==> src/hdl/apt_pkg.sv <==
// ----------------------------------------------------------------------------
// apt_pkg - shared types and constants for the affine point transform
// Field widths, pipeline sizing, register indexes and stage control struct.
// ----------------------------------------------------------------------------
package apt_pkg;

    // Field widths
    localparam int COORD_W = 32;
    localparam int COEF_W  = 16;
    localparam int ROW_W   = 3 * COEF_W;
    localparam int PROD_W  = COEF_W + COORD_W;
    // three 48-bit products plus rounding fit easily in 50 bits
    localparam int SUM_W   = PROD_W + 2;

    localparam int NUM_LANES = 3;
    localparam int POINT_W   = NUM_LANES * COORD_W;

    localparam int COEF_FRAC_BITS_DEF = 12;

    // Configuration port
    localparam int CFG_IDX_W  = 3;
    localparam int CFG_DATA_W = ROW_W;

    typedef enum logic [CFG_IDX_W-1:0] {
        REG_COEF_ROW_X = 3'd0,
        REG_COEF_ROW_Y = 3'd1,
        REG_COEF_ROW_Z = 3'd2,
        REG_SHIFT_X    = 3'd3,
        REG_SHIFT_Y    = 3'd4,
        REG_SHIFT_Z    = 3'd5
    } cfg_reg_t;

    // Identity matrix at reset
    localparam logic [ROW_W-1:0] COEF_ROW_X_RST = 48'h0000_0000_1000;
    localparam logic [ROW_W-1:0] COEF_ROW_Y_RST = 48'h0000_1000_0000;
    localparam logic [ROW_W-1:0] COEF_ROW_Z_RST = 48'h1000_0000_0000;
    localparam logic [COORD_W-1:0] SHIFT_RST    = 32'h0000_0000;

    // Per-stage load enables shared by all lanes
    typedef struct packed {
        logic mul;
        logic sum;
        logic sat;
    } stage_adv_t;

endpackage

==> src/hdl/apt_lane.sv <==
// ----------------------------------------------------------------------------
// apt_lane - one matrix row of the affine transform
// Three products, exact sum with rounding, shift, translation and saturation.
// ----------------------------------------------------------------------------
module apt_lane #(
    parameter int COEF_FRAC_BITS = apt_pkg::COEF_FRAC_BITS_DEF
) (
    input  logic                                clk,
    input  apt_pkg::stage_adv_t                 adv,
    input  logic [apt_pkg::ROW_W-1:0]           coef_row,
    input  logic signed [apt_pkg::COORD_W-1:0]  shift,
    input  logic [apt_pkg::POINT_W-1:0]         point,
    output logic signed [apt_pkg::COORD_W-1:0]  result,
    output logic                                clip
);

    localparam int SUM_W  = apt_pkg::SUM_W;
    localparam int PROD_W = apt_pkg::PROD_W;
    localparam int COEF_W = apt_pkg::COEF_W;
    localparam int COORD_W = apt_pkg::COORD_W;

    localparam logic signed [SUM_W-1:0] ROUND  = SUM_W'(1) <<< (COEF_FRAC_BITS - 1);
    localparam logic signed [SUM_W-1:0] SAT_HI = (SUM_W'(1) <<< (COORD_W - 1)) - SUM_W'(1);
    localparam logic signed [SUM_W-1:0] SAT_LO = -(SUM_W'(1) <<< (COORD_W - 1));

    logic signed [PROD_W-1:0] prod_reg [3];
    logic signed [SUM_W-1:0]  sum_reg;
    logic signed [SUM_W-1:0]  sum_next;
    logic signed [SUM_W-1:0]  total;
    logic signed [COORD_W-1:0] result_reg;
    logic signed [COORD_W-1:0] result_next;
    logic                      clip_reg;
    logic                      clip_next;

    // Multiply each coefficient by its coordinate
    always_ff @(posedge clk)
    begin
        if (adv.mul)
        begin
            for (int c = 0; c < 3; c++)
            begin
                prod_reg[c] <= $signed(coef_row[c*COEF_W +: COEF_W])
                             * $signed(point[c*COORD_W +: COORD_W]);
            end
        end
    end

    // Sum products exactly and add the rounding half
    assign sum_next = SUM_W'(prod_reg[0]) + SUM_W'(prod_reg[1])
                    + SUM_W'(prod_reg[2]) + ROUND;

    always_ff @(posedge clk)
    begin
        if (adv.sum)
        begin
            sum_reg <= sum_next;
        end
    end

    // Drop fraction bits, translate and saturate
    assign total = (sum_reg >>> COEF_FRAC_BITS) + SUM_W'(shift);

    always_comb
    begin
        if (total > SAT_HI)
        begin
            result_next = SAT_HI[COORD_W-1:0];
            clip_next   = 1'b1;
        end
        else if (total < SAT_LO)
        begin
            result_next = SAT_LO[COORD_W-1:0];
            clip_next   = 1'b1;
        end
        else
        begin
            result_next = total[COORD_W-1:0];
            clip_next   = 1'b0;
        end
    end

    always_ff @(posedge clk)
    begin
        if (adv.sat)
        begin
            result_reg <= result_next;
            clip_reg   <= clip_next;
        end
    end

    assign result = result_reg;
    assign clip   = clip_reg;

endmodule

==> config.mk <==
export PLATFORM = sky130hd
export DESIGN_NAME = apt_lane
export DESIGN_NICKNAME = d
export VERILOG_FILES = /design/src/hdl/apt_pkg.sv /design/src/hdl/apt_lane.sv
export SDC_FILE = /design/constraint.sdc
export NUM_CORES = 2
export LEC_CHECK = 0
export BUFFER_PORTS_ARGS = -buffer_cell sky130_fd_sc_hd__buf_4
export CAP_MARGIN = 20
export CELL_PAD_IN_SITES_DETAIL_PLACEMENT = 0
export CELL_PAD_IN_SITES_GLOBAL_PLACEMENT = 2
export CORE_ASPECT_RATIO = 2
export CORE_MARGIN = 2
export CORE_UTILIZATION = 40
export DETAILED_ROUTE_END_ITERATION = 7
export GPL_TIMING_DRIVEN = 0
export HOLD_SLACK_MARGIN = 0.12
export PLACE_DENSITY_LB_ADDON = 0.1
export SLEW_MARGIN = 20
export SYNTH_ARGS = -nofsm -noshare
export SYNTH_HDL_FRONTEND = slang
export SYNTH_SLANG_ARGS = --single-unit
==> constraint.sdc <==
create_clock -name clk -period 9.6 [get_ports clk]
set_clock_uncertainty 0.2 [all_clocks]
set_input_delay 1.92 -clock clk [delete_from_list [all_inputs] [get_ports clk]]
set_output_delay 1.92 -clock clk [all_outputs]
set_load 0.02 [all_outputs]
* Word level (Yosys, flattened, before mapping)
Memory sizes are Yosys's and may differ from the RTL's. Index checks and enable logic that the tools add are counted.
Storage, ports and cells: bits in registers 83, memory bits (writable) 144, input bits 180, output and inout port bits 33, memories kept 1
Operators by class: $add $sub $neg 4, $mul 3, $lt $le $gt $ge 2, multiplexer cells 4
Memories:
- prod_reg | words 3, width 48, rd ports 3, clocked after memory_dff 0, write ports 3, line apt_lane.sv:26 | logic signed [PROD_W-1:0] prod_reg [3];
Operators by type and width (count):
- multiplier 16 x 32 -> 48 bit | 3
- adder 49 x 48 -> 50 bit | 1
- adder 50 x 13 -> 50 bit, second input constant | 1
- adder 48 x 48 -> 49 bit | 1
- adder 38 x 32 -> 39 bit | 1
- > comparator 39 x 32 -> 1 bit, second input constant | 1
- less-than comparator 39 x 32 -> 1 bit, second input constant | 1
- two-way mux 32 bit | 1
- two-way mux 1 bit | 3

* Logic depth before layout (Yosys ltp)
depth after elaboration 3, mapped depth 25, depth with buffers taken out 24

* Worst setup path before layout
OpenSTA, ideal clock, no wires.
path type input port to flip-flop, start input port point[75] (netlist bit), end memory prod_reg[0][141] (netlist bit), data pin, library setup time 0.258 ns, arrival time 7.920 ns, setup slack 1.222 ns, cell stages on the path 22, buffers on the path 1, path through clkbuf_1 nand2_1 fa_1 fa_1 fa_1 inv_1 fa_1 fa_1 inv_1 fa_1 inv_1 ha_1 a21o_1 a2111o_1 and2_1 a2111oi_0 o31ai_1 a41oi_1 nor2_1 a31oi_1 nor2b_1 xnor2_1
RTL lines:
- start, declared | line apt_lane.sv:12 | input logic [apt_pkg::POINT_W-1:0] point,
- end, declared | line apt_lane.sv:26

==> metrics.txt <==
CTS buffer count=23; highest routed layer=met5; gr usage total=a little under a third; Final Hold Viols=0; RSZ-0062 raised after global routing=true; Worst Hold Depth=3; ys flop type=edfxtp_1; final net count=9320; CTS tree=done; count of cell types in the netlist=78; area of the mapped netlist=0.0652 mm^2; startpoint types=input pin; I/O pin count=213; max-cap violations=0; ratio of cells with drive above 1 in the final layout=5.25%; worst-margin pin slew=between 1 and 1.5 ns; Multi-input gate area=0.0515 mm^2; Syn Nets=9096; GP Congestion=around 0.97; CP Max Fanout=10; min Tclk post-route=9.40 ns; Synth Instances=roughly 6900; vias post-DR=47736; Die W=about 290 um; number of remaining DRC errors=0; Setup Crit Path Kind=input pin to register; number of setup buffers added after CTS=0; number of global-route vias before repair=roughly 55000; DR pass1 iterations=7; reg2reg start=prod_reg[0][17]; core area=0.162 mm^2; endpoint type of the worst setup path=register; register area=0.00646 mm^2; Buffers on Ports=212; Post-synth EDFFs=215; Final Cycle Share=98.0%; met1 WL=about 73000 um; first-pass GRT wire length=360000 um; area grow syn2layout=7.96%; clk sinks=between 200 and 250; final number of setup-violating endpoints=0; r2r setup slk=roughly 4.1 ns; Yosys Warn Count=0; clk slew on worst S/H paths=0.07 ns; Placed Instances=9260; relative max-transition margin=between 20% and 30%; # hold bufs at CTS=0; post-route cell area=0.0704 mm^2; Met2 Wirelength=about 140000 um; Routed met3 length=7510 um; total grt overflow=0; pin count of the biggest net entering global routing=109; root buffer cell=clkbuf_16; Filler cells=16398; status=complete, no violations; clock latency on the worst-skew pair=0.55 ns; Core Rows=209; initial antenna violation count=18; vias per inst=5.13; Avg Cell Area, Syn=9.40 um^2; Worst EP arrival=around 9.5 ns; Initial Util=40.2%; Seq/Total Area, Yosys=under 10%; Post-DP Area=0.0695 mm^2; worst reg2reg path depth=13; CTS H-tree lvls=1; ANT nets after route=0; Hold Startpoint=sum_reg[12]; non-filler cells in the finished layout=9300; clock buffer depth=3; Hold EP=result[0]; worst r2r dst=sum_reg[49]; achievable frequency=between 100 and 150 MHz; async set-reset flop share out of synthesis=0%; Avg WL per Cell=~27 um; HP Class=register to register; WP data required=9.72 ns; TNS Setup=0 ns; post-synthesis register bit count=215; DIE AREA=about 0.17 mm^2; die extent in y=575 um; final wirelength=247000 um; DRT iter0 DRCs=2170; HPWL after DPL=220000 um; Max Slew Vio Count=0; max reg flops=between 100 and 150
-- metal layers --
layer	vias up	global-route usage, %
met4	14	24.0
met2	1227	60.7
li1	21137	-
met3	643	2.45
met1	24715	27.5
met5	-	0
-- worst max-delay path by stage --
stage / startpoint / end / slack [ns]
floorplan: point[75] / prod_reg[0][141] / 1.22
global placement: coef_row[18] / prod_reg[0][93] / -2.48
detailed placement: coef_row[23] / prod_reg[0][92] / -1.26
CTS: coef_row[35] / prod_reg[0][143] / 0.005
global route: coef_row[38] / prod_reg[0][143] / -0.11
finish: coef_row[31] / prod_reg[0][93] / 0.20
-- logic make-up after synthesis --
group	synth area share [%]
and+or+nand+nor	14.4
AOI/OAI and AO/OA	6.11
DFF	9.90
buffers and inverters	11.3
xor gates and xnor gates	2.87
adders and majority gates	55.3
muxes	0.0614
-- stage by stage --
step | utilization [%] | hold slack (ns) | worst slack (ns)
2_1_floorplan | - | 0.451 | 1.22
3_3_place_gp | 42.8 | 0.647 | -2.48
3_5_place_dp | 42.9 | 0.676 | -1.26
4_1_cts | 43.4 | 0.684 | 0.00477
5_1_grt | 43.4 | 0.701 | -0.108
6_report | 43.4 | 0.646 | 0.195
-- critical path, stage by stage --
cell	delay (ns)
buf_4	0.16
inv_2	0.33
clkdlybuf4s18_2	0.57
nor2_1	0.13
fa_1	0.54
fa_1	0.46
fa_1	0.52
fa_1	0.44
fa_1	0.50
inv_1	0.05
fa_1	0.50
inv_1	0.05
ha_1	0.37
a21o_1	0.19
a21oi_1	0.23
o21ai_0	0.14
a21oi_1	0.35
a211oi_2	0.19
o311ai_4	0.50
a21oi_1	0.24
o41ai_4	0.51
o21ai_0	0.21
xor2_2	0.37
-- cell usage after synthesis, types with 46 or more instances --
cell | instances | area [um^2]
inv_1 | 1693 | 6350
fa_1 | 1506 | 30100
nand2_1 | 928 | 3480
and2_1 | 618 | 3870
ha_1 | 474 | 5930
clkbuf_1 | 255 | 957
edfxtp_1 | 215 | 6460
a21oi_1 | 190 | 951
nor2_1 | 186 | 698
xnor2_1 | 159 | 1390
a21o_1 | 91 | 683
o21ai_0 | 89 | 445
xor2_1 | 55 | 482
nand3_1 | 46 | 230
-- cell usage in the layout (no fill, tap or decap), types with 20 or more instances in the layout --
| cell | instances |
|---|---|
| edfxtp_1 | 215 |
| a21oi_1 | 190 |
| nor2_1 | 186 |
| nand3_1 | 46 |
| a21o_1 | 91 |
| xnor2_1 | 158 |
| buf_4 | 211 |
| nand4_1 | 25 |
| nor3_1 | 36 |
| o21ai_0 | 87 |
| and2_1 | 618 |
| clkbuf_1 | 188 |
| a211oi_1 | 24 |
| xor2_1 | 54 |
| inv_1 | 1693 |
| clkbuf_16 | 23 |
| o21bai_1 | 36 |
| clkbuf_2 | 53 |
| ha_1 | 474 |
| nand2b_1 | 33 |
| nor2b_1 | 26 |
| fa_1 | 1506 |
| nand2_1 | 928 |
| o21a_1 | 20 |
-- layout make-up --
type	instances	area share [%]
Antenna cell	13	0.0462
Buffer	252	1.50
Clock buffer	25	0.828
Clock inverter	17	0.252
Inverter	1696	9.04
Multi-Input combinational cell	4758	73.1
Sequential cell	215	9.17
Tap cell	2110	3.75
Timing Repair Buffer	214	2.32
-- timing repair --
action	in CTS	in global routing
setup endpoints to repair	18	9
pin swaps	0	0
gates resized for setup	37	60
Power is left out: the tool's default activity adds up to more than one toggle a clock period on the data nets, which glitch-free logic cannot reach.
