$ cat config.mk
export PLATFORM = sky130hd
export DESIGN_NAME = apt_merge
export DESIGN_NICKNAME = d
export VERILOG_FILES = /design/src/hdl/apt_pkg.sv /design/src/hdl/apt_merge.sv
export SDC_FILE = /design/constraint.sdc
export NUM_CORES = 1
export LEC_CHECK = 0
export ABC_CLOCK_PERIOD_IN_PS = 1800
export BUFFER_PORTS_ARGS = -buffer_cell sky130_fd_sc_hd__buf_2
export CORE_MARGIN = 5
export CORE_UTILIZATION = 40
export DETAILED_ROUTE_END_ITERATION = 7
export HOLD_SLACK_MARGIN = 0.1
export MAX_ROUTING_LAYER = met4
export PLACE_DENSITY = 0.78
export SKIP_LAST_GASP = 1
export SLEW_MARGIN = 20
export SYNTH_ARGS = -nofsm -noshare
export SYNTH_HDL_FRONTEND = slang
export SYNTH_SLANG_ARGS = --single-unit
$ cat constraint.sdc
create_clock -name clk -period 1.8 [get_ports clk]
set_input_delay 0.18 -clock clk [delete_from_list [all_inputs] [get_ports clk]]
set_output_delay 0.18 -clock clk [all_outputs]
set_load 0.005 [all_outputs]
$ cat src/hdl/apt_pkg.sv
// ----------------------------------------------------------------------------
// apt_pkg - shared types and constants for the affine point transform
// Field widths, pipeline sizing, register indexes and stage control struct.
// ----------------------------------------------------------------------------
package apt_pkg;

    // Field widths
    localparam int COORD_W = 32;
    localparam int COEF_W  = 16;
    localparam int ROW_W   = 3 * COEF_W;
    localparam int PROD_W  = COEF_W + COORD_W;
    // three 48-bit products plus rounding fit easily in 50 bits
    localparam int SUM_W   = PROD_W + 2;

    localparam int NUM_LANES = 3;
    localparam int POINT_W   = NUM_LANES * COORD_W;

    localparam int COEF_FRAC_BITS_DEF = 12;

    // Configuration port
    localparam int CFG_IDX_W  = 3;
    localparam int CFG_DATA_W = ROW_W;

    typedef enum logic [CFG_IDX_W-1:0] {
        REG_COEF_ROW_X = 3'd0,
        REG_COEF_ROW_Y = 3'd1,
        REG_COEF_ROW_Z = 3'd2,
        REG_SHIFT_X    = 3'd3,
        REG_SHIFT_Y    = 3'd4,
        REG_SHIFT_Z    = 3'd5
    } cfg_reg_t;

    // Identity matrix at reset
    localparam logic [ROW_W-1:0] COEF_ROW_X_RST = 48'h0000_0000_1000;
    localparam logic [ROW_W-1:0] COEF_ROW_Y_RST = 48'h0000_1000_0000;
    localparam logic [ROW_W-1:0] COEF_ROW_Z_RST = 48'h1000_0000_0000;
    localparam logic [COORD_W-1:0] SHIFT_RST    = 32'h0000_0000;

    // Per-stage load enables shared by all lanes
    typedef struct packed {
        logic mul;
        logic sum;
        logic sat;
    } stage_adv_t;

endpackage

$ cat src/hdl/apt_merge.sv
// ----------------------------------------------------------------------------
// apt_merge - output stage of the affine transform
// Packs the lane results into one item and folds the saturation flags.
// ----------------------------------------------------------------------------
module apt_merge (
    input  logic                                      clk,
    input  logic                                      load,
    input  logic [apt_pkg::NUM_LANES*apt_pkg::COORD_W-1:0] lane_result,
    input  logic [apt_pkg::NUM_LANES-1:0]             lane_clip,
    output logic [apt_pkg::POINT_W-1:0]               data,
    output logic                                      clipped
);

    logic [apt_pkg::POINT_W-1:0] data_reg;
    logic                        clipped_reg;
    logic                        clipped_next;

    // Any saturated lane marks the whole item
    assign clipped_next = |lane_clip;

    // Hold the item until the sink takes it
    always_ff @(posedge clk)
    begin
        if (load)
        begin
            data_reg    <= lane_result;
            clipped_reg <= clipped_next;
        end
    end

    assign data    = data_reg;
    assign clipped = clipped_reg;

endmodule

# Yosys cells after proc, flatten, opt, wreduce, memory -nomap -nowiden
# Cells that the tools add are included.
dict set report op_classes {
  reduce_logical 1
}
# op count
set ops {}
lappend ops {{$reduce_or 3->1} 1}
dict set report word_totals {
  output_inout_bits 97
  ff_bits 97
  elab_cells 3
  input_bits 101
}

# Longest topological paths before layout
# Gate-level depths: netlist of run 1.
dict set report logic_depth {
  ltp_word 1
  ltp_mapped 1
  ltp_nobuf 1
}

# Least setup slack after synthesis of run 1
# Ideal clock, no wire load.
dict set report synth_timing {
  path_type {input port to flip-flop}
  start {input lane_clip[1] (netlist bit)}
  end {register clipped_reg, in the netlist clipped (data pin)}
  t_required_ns 1.534
  stages 1
  path_buffers 0
  path_slack_ns 1.013
  arrival_ns 0.521
  setup_ns 0.266
  cell_sequence {or3_1}
}
dict set report synth_between {
  elab_chain_len 1
}
# element line
set synth_rtl {}
lappend synth_rtl {{start: declaration} apt_merge.sv:9} ;# input logic [apt_pkg::NUM_LANES-1:0] lane_clip,
lappend synth_rtl {{$reduce_or 3->1} apt_merge.sv:19} ;# assign clipped_next = |lane_clip;
lappend synth_rtl {{end signal: assignment} apt_merge.sv:27} ;# clipped_reg <= clipped_next;
lappend synth_rtl {{end: declaration} apt_merge.sv:15} ;# logic clipped_reg;
# Every way passes these cells.
# A chain may end at the register's enable or synchronous reset.

# Worst setup path in the final report of run 1
dict set report layout_timing {
  start {input lane_clip[0] (netlist bit)}
  end {register clipped_reg, in the netlist clipped (data pin)}
}
dict set report layout_between {
  elab_chain_len 1
}
# element line
set layout_rtl {}
lappend layout_rtl {{$reduce_or 3->1} apt_merge.sv:19}
lappend layout_rtl {{named net clipped_next} apt_merge.sv:16} ;# logic clipped_next;
# The timed path passes the listed nets, and every way through them passes these cells.

==> flow_metrics.env, run 1 <==
export IMPL_clk_pin_slew_ps=100
export IMPL_antenna_found_initial=0
export IMPL_final_setup_worst_slack_ps=139
export IMPL_die_w_um=95.4
export IMPL_rsz0062_at_grt="false"
export IMPL_grt_pass1_vias=2481
export IMPL_register_area_sq_um=2910
export IMPL_first_iter_violations=91
export IMPL_run_status="finished, final reports clean"
export IMPL_std_cell_rows=31
export IMPL_drive_gt1_frac=0.523
export IMPL_cts_buffer_depth=2
export IMPL_drv_cap=0
export IMPL_worstPathArrival_ps=1770
export IMPL_setup_violations=0
export IMPL_tightestPinTransition_ps=266
export IMPL_cts_root_buf="clkbuf_8"
export IMPL_fin_util=0.730
export IMPL_cp_required_ps=1910
export IMPL_cts_max_level=3
export IMPL_nFillCells=403
export IMPL_cts_sinks=97
export IMPL_worst_setup_path_end_kind="register"
export IMPL_synthArstFlopShare=0
export IMPL_ys_seq_elements=97
export IMPL_postCtsHoldBufs=98
export IMPL_crit_path_frequent_cell="dlygate4sd3_1"
export IMPL_syn_area_sq_um=2920
export IMPL_drtPass1Iterations=4
export IMPL_grt_remaining_overflow=0
export IMPL_cts_setup_buffers=0
export IMPL_hold_viol=0
export IMPL_dp_cells=396
export IMPL_die_y_um=95.4
export IMPL_p_per_area_nw_per_um2=881
export IMPL_vias=2229
export IMPL_syn_to_final_growth_pct=79.4
export IMPL_fmax_mhz=602
export IMPL_wl_per_cell_um=19.0
export IMPL_path_cells="dlygate4sd3_1, buf_2, or3_1, dlygate4sd3_1"
export IMPL_final_nets=507
export IMPL_port_buffers=197
export IMPL_cts_tree="built"
export IMPL_post_synth_top_area_fraction=0.998
export IMPL_io_pins=198
export IMPL_ir_worst_vdd_mv=0.507
export IMPL_worst_setup_path_type="in -> reg"
export IMPL_grt_pass1_wl_um=13400
export IMPL_core_area_sq_um=7180
export IMPL_avgViaCountPerCell=4.37
export IMPL_drtAntennaViolNets=0
export IMPL_slowest_delay_ps=570
export IMPL_ys_flop_type="edfxtp_1"
export IMPL_final_cells=510
export IMPL_worst_path_max_fanout=1
export IMPL_numCtsBuffers=9
export IMPL_crit_end="clipped$_DFFE_PP_"
export IMPL_synth_top_cell_by_area="edfxtp_1"
export IMPL_yosysSeqAreaShare=0.998
export IMPL_grt_usage=0.215
export IMPL_relSlewSlack=0.823
export IMPL_post_route_period_util=0.923
export IMPL_die_area_sq_um=9110
export IMPL_syn_nets=199
export IMPL_ys_warnings_count=0
export IMPL_cts_resized=0
export IMPL_fin_area_sq_um=5240
export IMPL_routed_wl_um=9710
export IMPL_gp_congestion=0.746
export IMPL_drv_slew=0
export IMPL_yosysUniqueCellTypes=2
export IMPL_syn_avg_cell_area_sq_um=29.8
export IMPL_critPathLaunchType="input port"
export IMPL_critPathLaunch="lane_clip[0]"
export IMPL_start_util=0.407
export IMPL_synth_edf_count=97
export IMPL_leakage_nw=2.25
export IMPL_place_area_sq_um=4070
export IMPL_diodes=0
export IMPL_cpMaxStageDelayCell="dlygate4sd3_1"
export IMPL_final_period_minus_worst_setup_slack_ps=1660
export IMPL_drc=0
export IMPL_tns_ps=0
export IMPL_pre_cts_ws_ps=749
export IMPL_yosys_top_cells_count="edfxtp_1 (97), or3_1 (1)"
export IMPL_synth_top_cells_by_area="edfxtp_1 (100%), or3_1 (0.21%)"
export IMPL_multi_input_area_sq_um=6.26
export IMPL_synth_most_common_cell="edfxtp_1"
export IMPL_min_path_type="in -> reg"
export IMPL_synth_cells=98
export IMPL_grt_max_degree=54
export IMPL_largest_reg_flops=96
## through the flow
stage / hold slack, ps / power (mW)
2_1_floorplan: 279 / 2.80
3_3_place_gp: 357 / 3.12
3_5_place_dp: 358 / 3.15
4_1_cts: 173 / 4.63
5_1_grt: 182 / 4.81
6_report: 198 / 4.61
## critical path, delay by kind of cell
kind                   cells  cell delay, ps
AND/OR/NAND/NOR            1             350
buffers and inverters      3            1230
## metal layers
layer | vias up | wire [um] | track usage
met5 | - | 0 | -
met4 | 0 | 157 | 0.0687
met3 | 18 | 892 | 0.0568
met2 | 132 | 5600 | 0.422
met1 | 1064 | 3060 | 0.199
li1 | 1015 | - | -
## layout make-up
class | count | area share
clock buffers | 9 | 0.0237
clock inverters | 7 | 0.0117
multi-input cells | 1 | 0.00119
flip-flops and latches | 97 | 0.556
well taps | 99 | 0.0237
repair buffers | 297 | 0.384
## where the power goes
part	internal (mW)	total (mW)	leakage, nW	switching (mW)
combinational	0.332	0.554	1.20	0.222
sequential	2.68	2.74	0.950	0.0558
clock	0.532	1.32	0.0940	0.791
total	3.55	4.61	2.25	1.07
## how the worst min path moves through the flow
stage / slack, ps / end / from / cells after the start
2_1_floorplan: 280 / data[0]$_DFFE_PP_ / lane_result[0] / 0
3_3_place_gp: 360 / data[33]$_DFFE_PP_ / lane_result[33] / 1
3_5_place_dp: 360 / data[11]$_DFFE_PP_ / lane_result[11] / 1
4_1_cts: 170 / data[74]$_DFFE_PP_ / load / 1
5_1_grt: 180 / data[91]$_DFFE_PP_ / load / 1
6_report: 200 / data[91]$_DFFE_PP_ / load / 1
## logic make-up (layout without fill, tap and decap cells)
group / Yosys count / after routing / share of synthesized area
and+or+nand+nor: 1 / 1 / 0.00214
DFF: 97 / 97 / 0.998
buffers and inverters: 0 / 313 / 0
## cell usage in the layout (no fill, tap or decap)
cell and count:
dlygate4sd3_1 98, clkinv_2 1, clkbuf_8 9, or3_1 1, inv_8 2, clkinvlp_4 1, inv_6 2, buf_4 1
clkinv_4 1, buf_2 196, edfxtp_1 97, buf_12 2
No activity file was read; power rests on OpenSTA's default activity.
==> run 2, diff against run 1 <==
--- a/config.mk
+++ b/config.mk
@@ -12,7 +12,7 @@
 export DETAILED_ROUTE_END_ITERATION = 7
 export HOLD_SLACK_MARGIN = 0.1
 export MAX_ROUTING_LAYER = met4
-export PLACE_DENSITY = 0.78
+export PLACE_DENSITY = 0.81
 export SKIP_LAST_GASP = 1
 export SLEW_MARGIN = 20
 export SYNTH_ARGS = -nofsm -noshare
==> flow_metrics.env, run 2 (synthesis gave the netlist of run 1 again) <==
export IMPL_run_status="finished, final reports clean"
export IMPL_drc=0
export IMPL_hold_ws_ps=382
export IMPL_worst_setup_path_end_kind="register"
export IMPL_port_buffers=197
export IMPL_tightestPinTransition_ps=516
export IMPL_wl_per_cell_um=18.6
export IMPL_drv_cap=0
export IMPL_grt_pass1_wl_um=13700
export IMPL_place_hpwl_um=5610
export IMPL_gp_congestion=0.759
export IMPL_mostFrequentLayoutCells="buf_2 (196), dlygate4sd3_1 (98), edfxtp_1 (97), clkbuf_8 (9), inv_6 (2)"
export IMPL_final_nets=506
export IMPL_pre_cts_ws_ps=721
export IMPL_hold_viol=0
export IMPL_antenna_found_initial=1
export IMPL_die_area_sq_um=9110
export IMPL_setup_violations=0
export IMPL_grt_pass1_vias=2513
export IMPL_final_setup_worst_slack_ps=163
export IMPL_syn_to_final_growth_pct=78.2
export IMPL_io_pins=198
export IMPL_ir_worst_vdd_mv=0.466
export IMPL_clk_pin_slew_ps=100
export IMPL_dp_cells=395
export IMPL_first_iter_violations=62
export IMPL_final_period_minus_worst_setup_slack_ps=1640
export IMPL_worst_setup_path_type="in -> reg"
export IMPL_vias=2257
export IMPL_cpMaxStageDelayCell="dlygate4sd3_1"
export IMPL_cts_resized=0
export IMPL_numCtsBuffers=9
export IMPL_cts_setup_buffers=0
export IMPL_drtAntennaViolNets=0
export IMPL_p_per_area_nw_per_um2=868
export IMPL_grt_max_degree=98
export IMPL_drive_gt1_frac=0.518
export IMPL_post_route_period_util=0.910
export IMPL_final_common_cell="buf_2"
export IMPL_grt_remaining_overflow=0
export IMPL_start_util=0.407
export IMPL_worst_path_max_fanout=1
export IMPL_cp_required_ps=1900
export IMPL_final_cells=509
export IMPL_multi_input_area_sq_um=6.26
export IMPL_cts_sinks=97
export IMPL_die_w_um=95.4
export IMPL_critPathLaunchType="input port"
export IMPL_min_path_type="in -> reg"
export IMPL_grt_usage=0.218
export IMPL_tns_ps=0
export IMPL_fmax_mhz=611
export IMPL_nFillCells=450
export IMPL_rsz0062_at_grt="false"
export IMPL_leakage_nw=2.23
export IMPL_register_area_sq_um=2910
export IMPL_postCtsHoldBufs=98
export IMPL_largest_reg_flops=96
export IMPL_crit_path_frequent_cell="dlygate4sd3_1"
export IMPL_path_cells="dlygate4sd3_1, buf_2, or3_1, dlygate4sd3_1"
export IMPL_slowest_delay_ps=590
export IMPL_avgViaCountPerCell=4.43
export IMPL_core_area_sq_um=7180
export IMPL_drv_slew=0
export IMPL_routed_wl_um=9470
export IMPL_cts_max_level=3
export IMPL_cts_root_buf="clkbuf_8"
export IMPL_std_cell_rows=31
export IMPL_cts_tree="built"
export IMPL_die_y_um=95.4
export IMPL_relSlewSlack=0.656
export IMPL_cts_buffer_depth=2
export IMPL_drtPass1Iterations=5
export IMPL_worstPathArrival_ps=1730
-- run 2: cell count changes in the layout (fill, tap and decap cells not counted) --
cell	before	now
buf_12	2	1
clkbuf_1	0	1
diode_2	0	1
inv_8	2	0
-- run 2: worst paths after layout --
kind	to	cells past startpoint	startpoint
max	clipped$_DFFE_PP_	4	lane_clip[2]
min	data[57]$_DFFE_PP_	2	load
-- run 2: final cells by class --
type	instances	share of cell area
timing repair buffer	296	0.382
clock inverter	5	0.00746
multi-input combinational	1	0.00120
antenna	1	0.000481
clock buffer	10	0.0245
sequential	97	0.560
tap	99	0.0238
-- run 2: per-layer routing --
metal | track usage | share of wire | vias to the layer above
li1 | - | - | 1011
met5 | - | 0 | -
met1 | 0.207 | 0.34 | 1075
met4 | 0.115 | 0.034 | 0
met3 | 0.0679 | 0.091 | 30
met2 | 0.391 | 0.54 | 141
-- run 2: report_power, final --
| group | switching, mW | internal [mW] |
|---|---|---|
| registers | 0.0522 | 2.68 |
| clock network | 0.734 | 0.506 |
| logic | 0.215 | 0.327 |
| total | 1.00 | 3.51 |
-- run 2: per-stage QoR --
step | power [mW] | util | cell area, sq um
after floorplan | 2.80 | - | 2920
after global placement | 3.12 | 0.565 | 4050
after detailed placement | 3.14 | 0.565 | 4050
after CTS | 4.52 | 0.724 | 5200
after global routing | 4.71 | 0.725 | 5200
final | 4.52 | 0.725 | 5200
-- run 2: worst max-delay path, delay by kind of cell --
| kind | cells | cell delay, ps |
|---|---|---|
| buffers and inverters | 3 | 1250 |
| AND/OR/NAND/NOR | 1 | 310 |
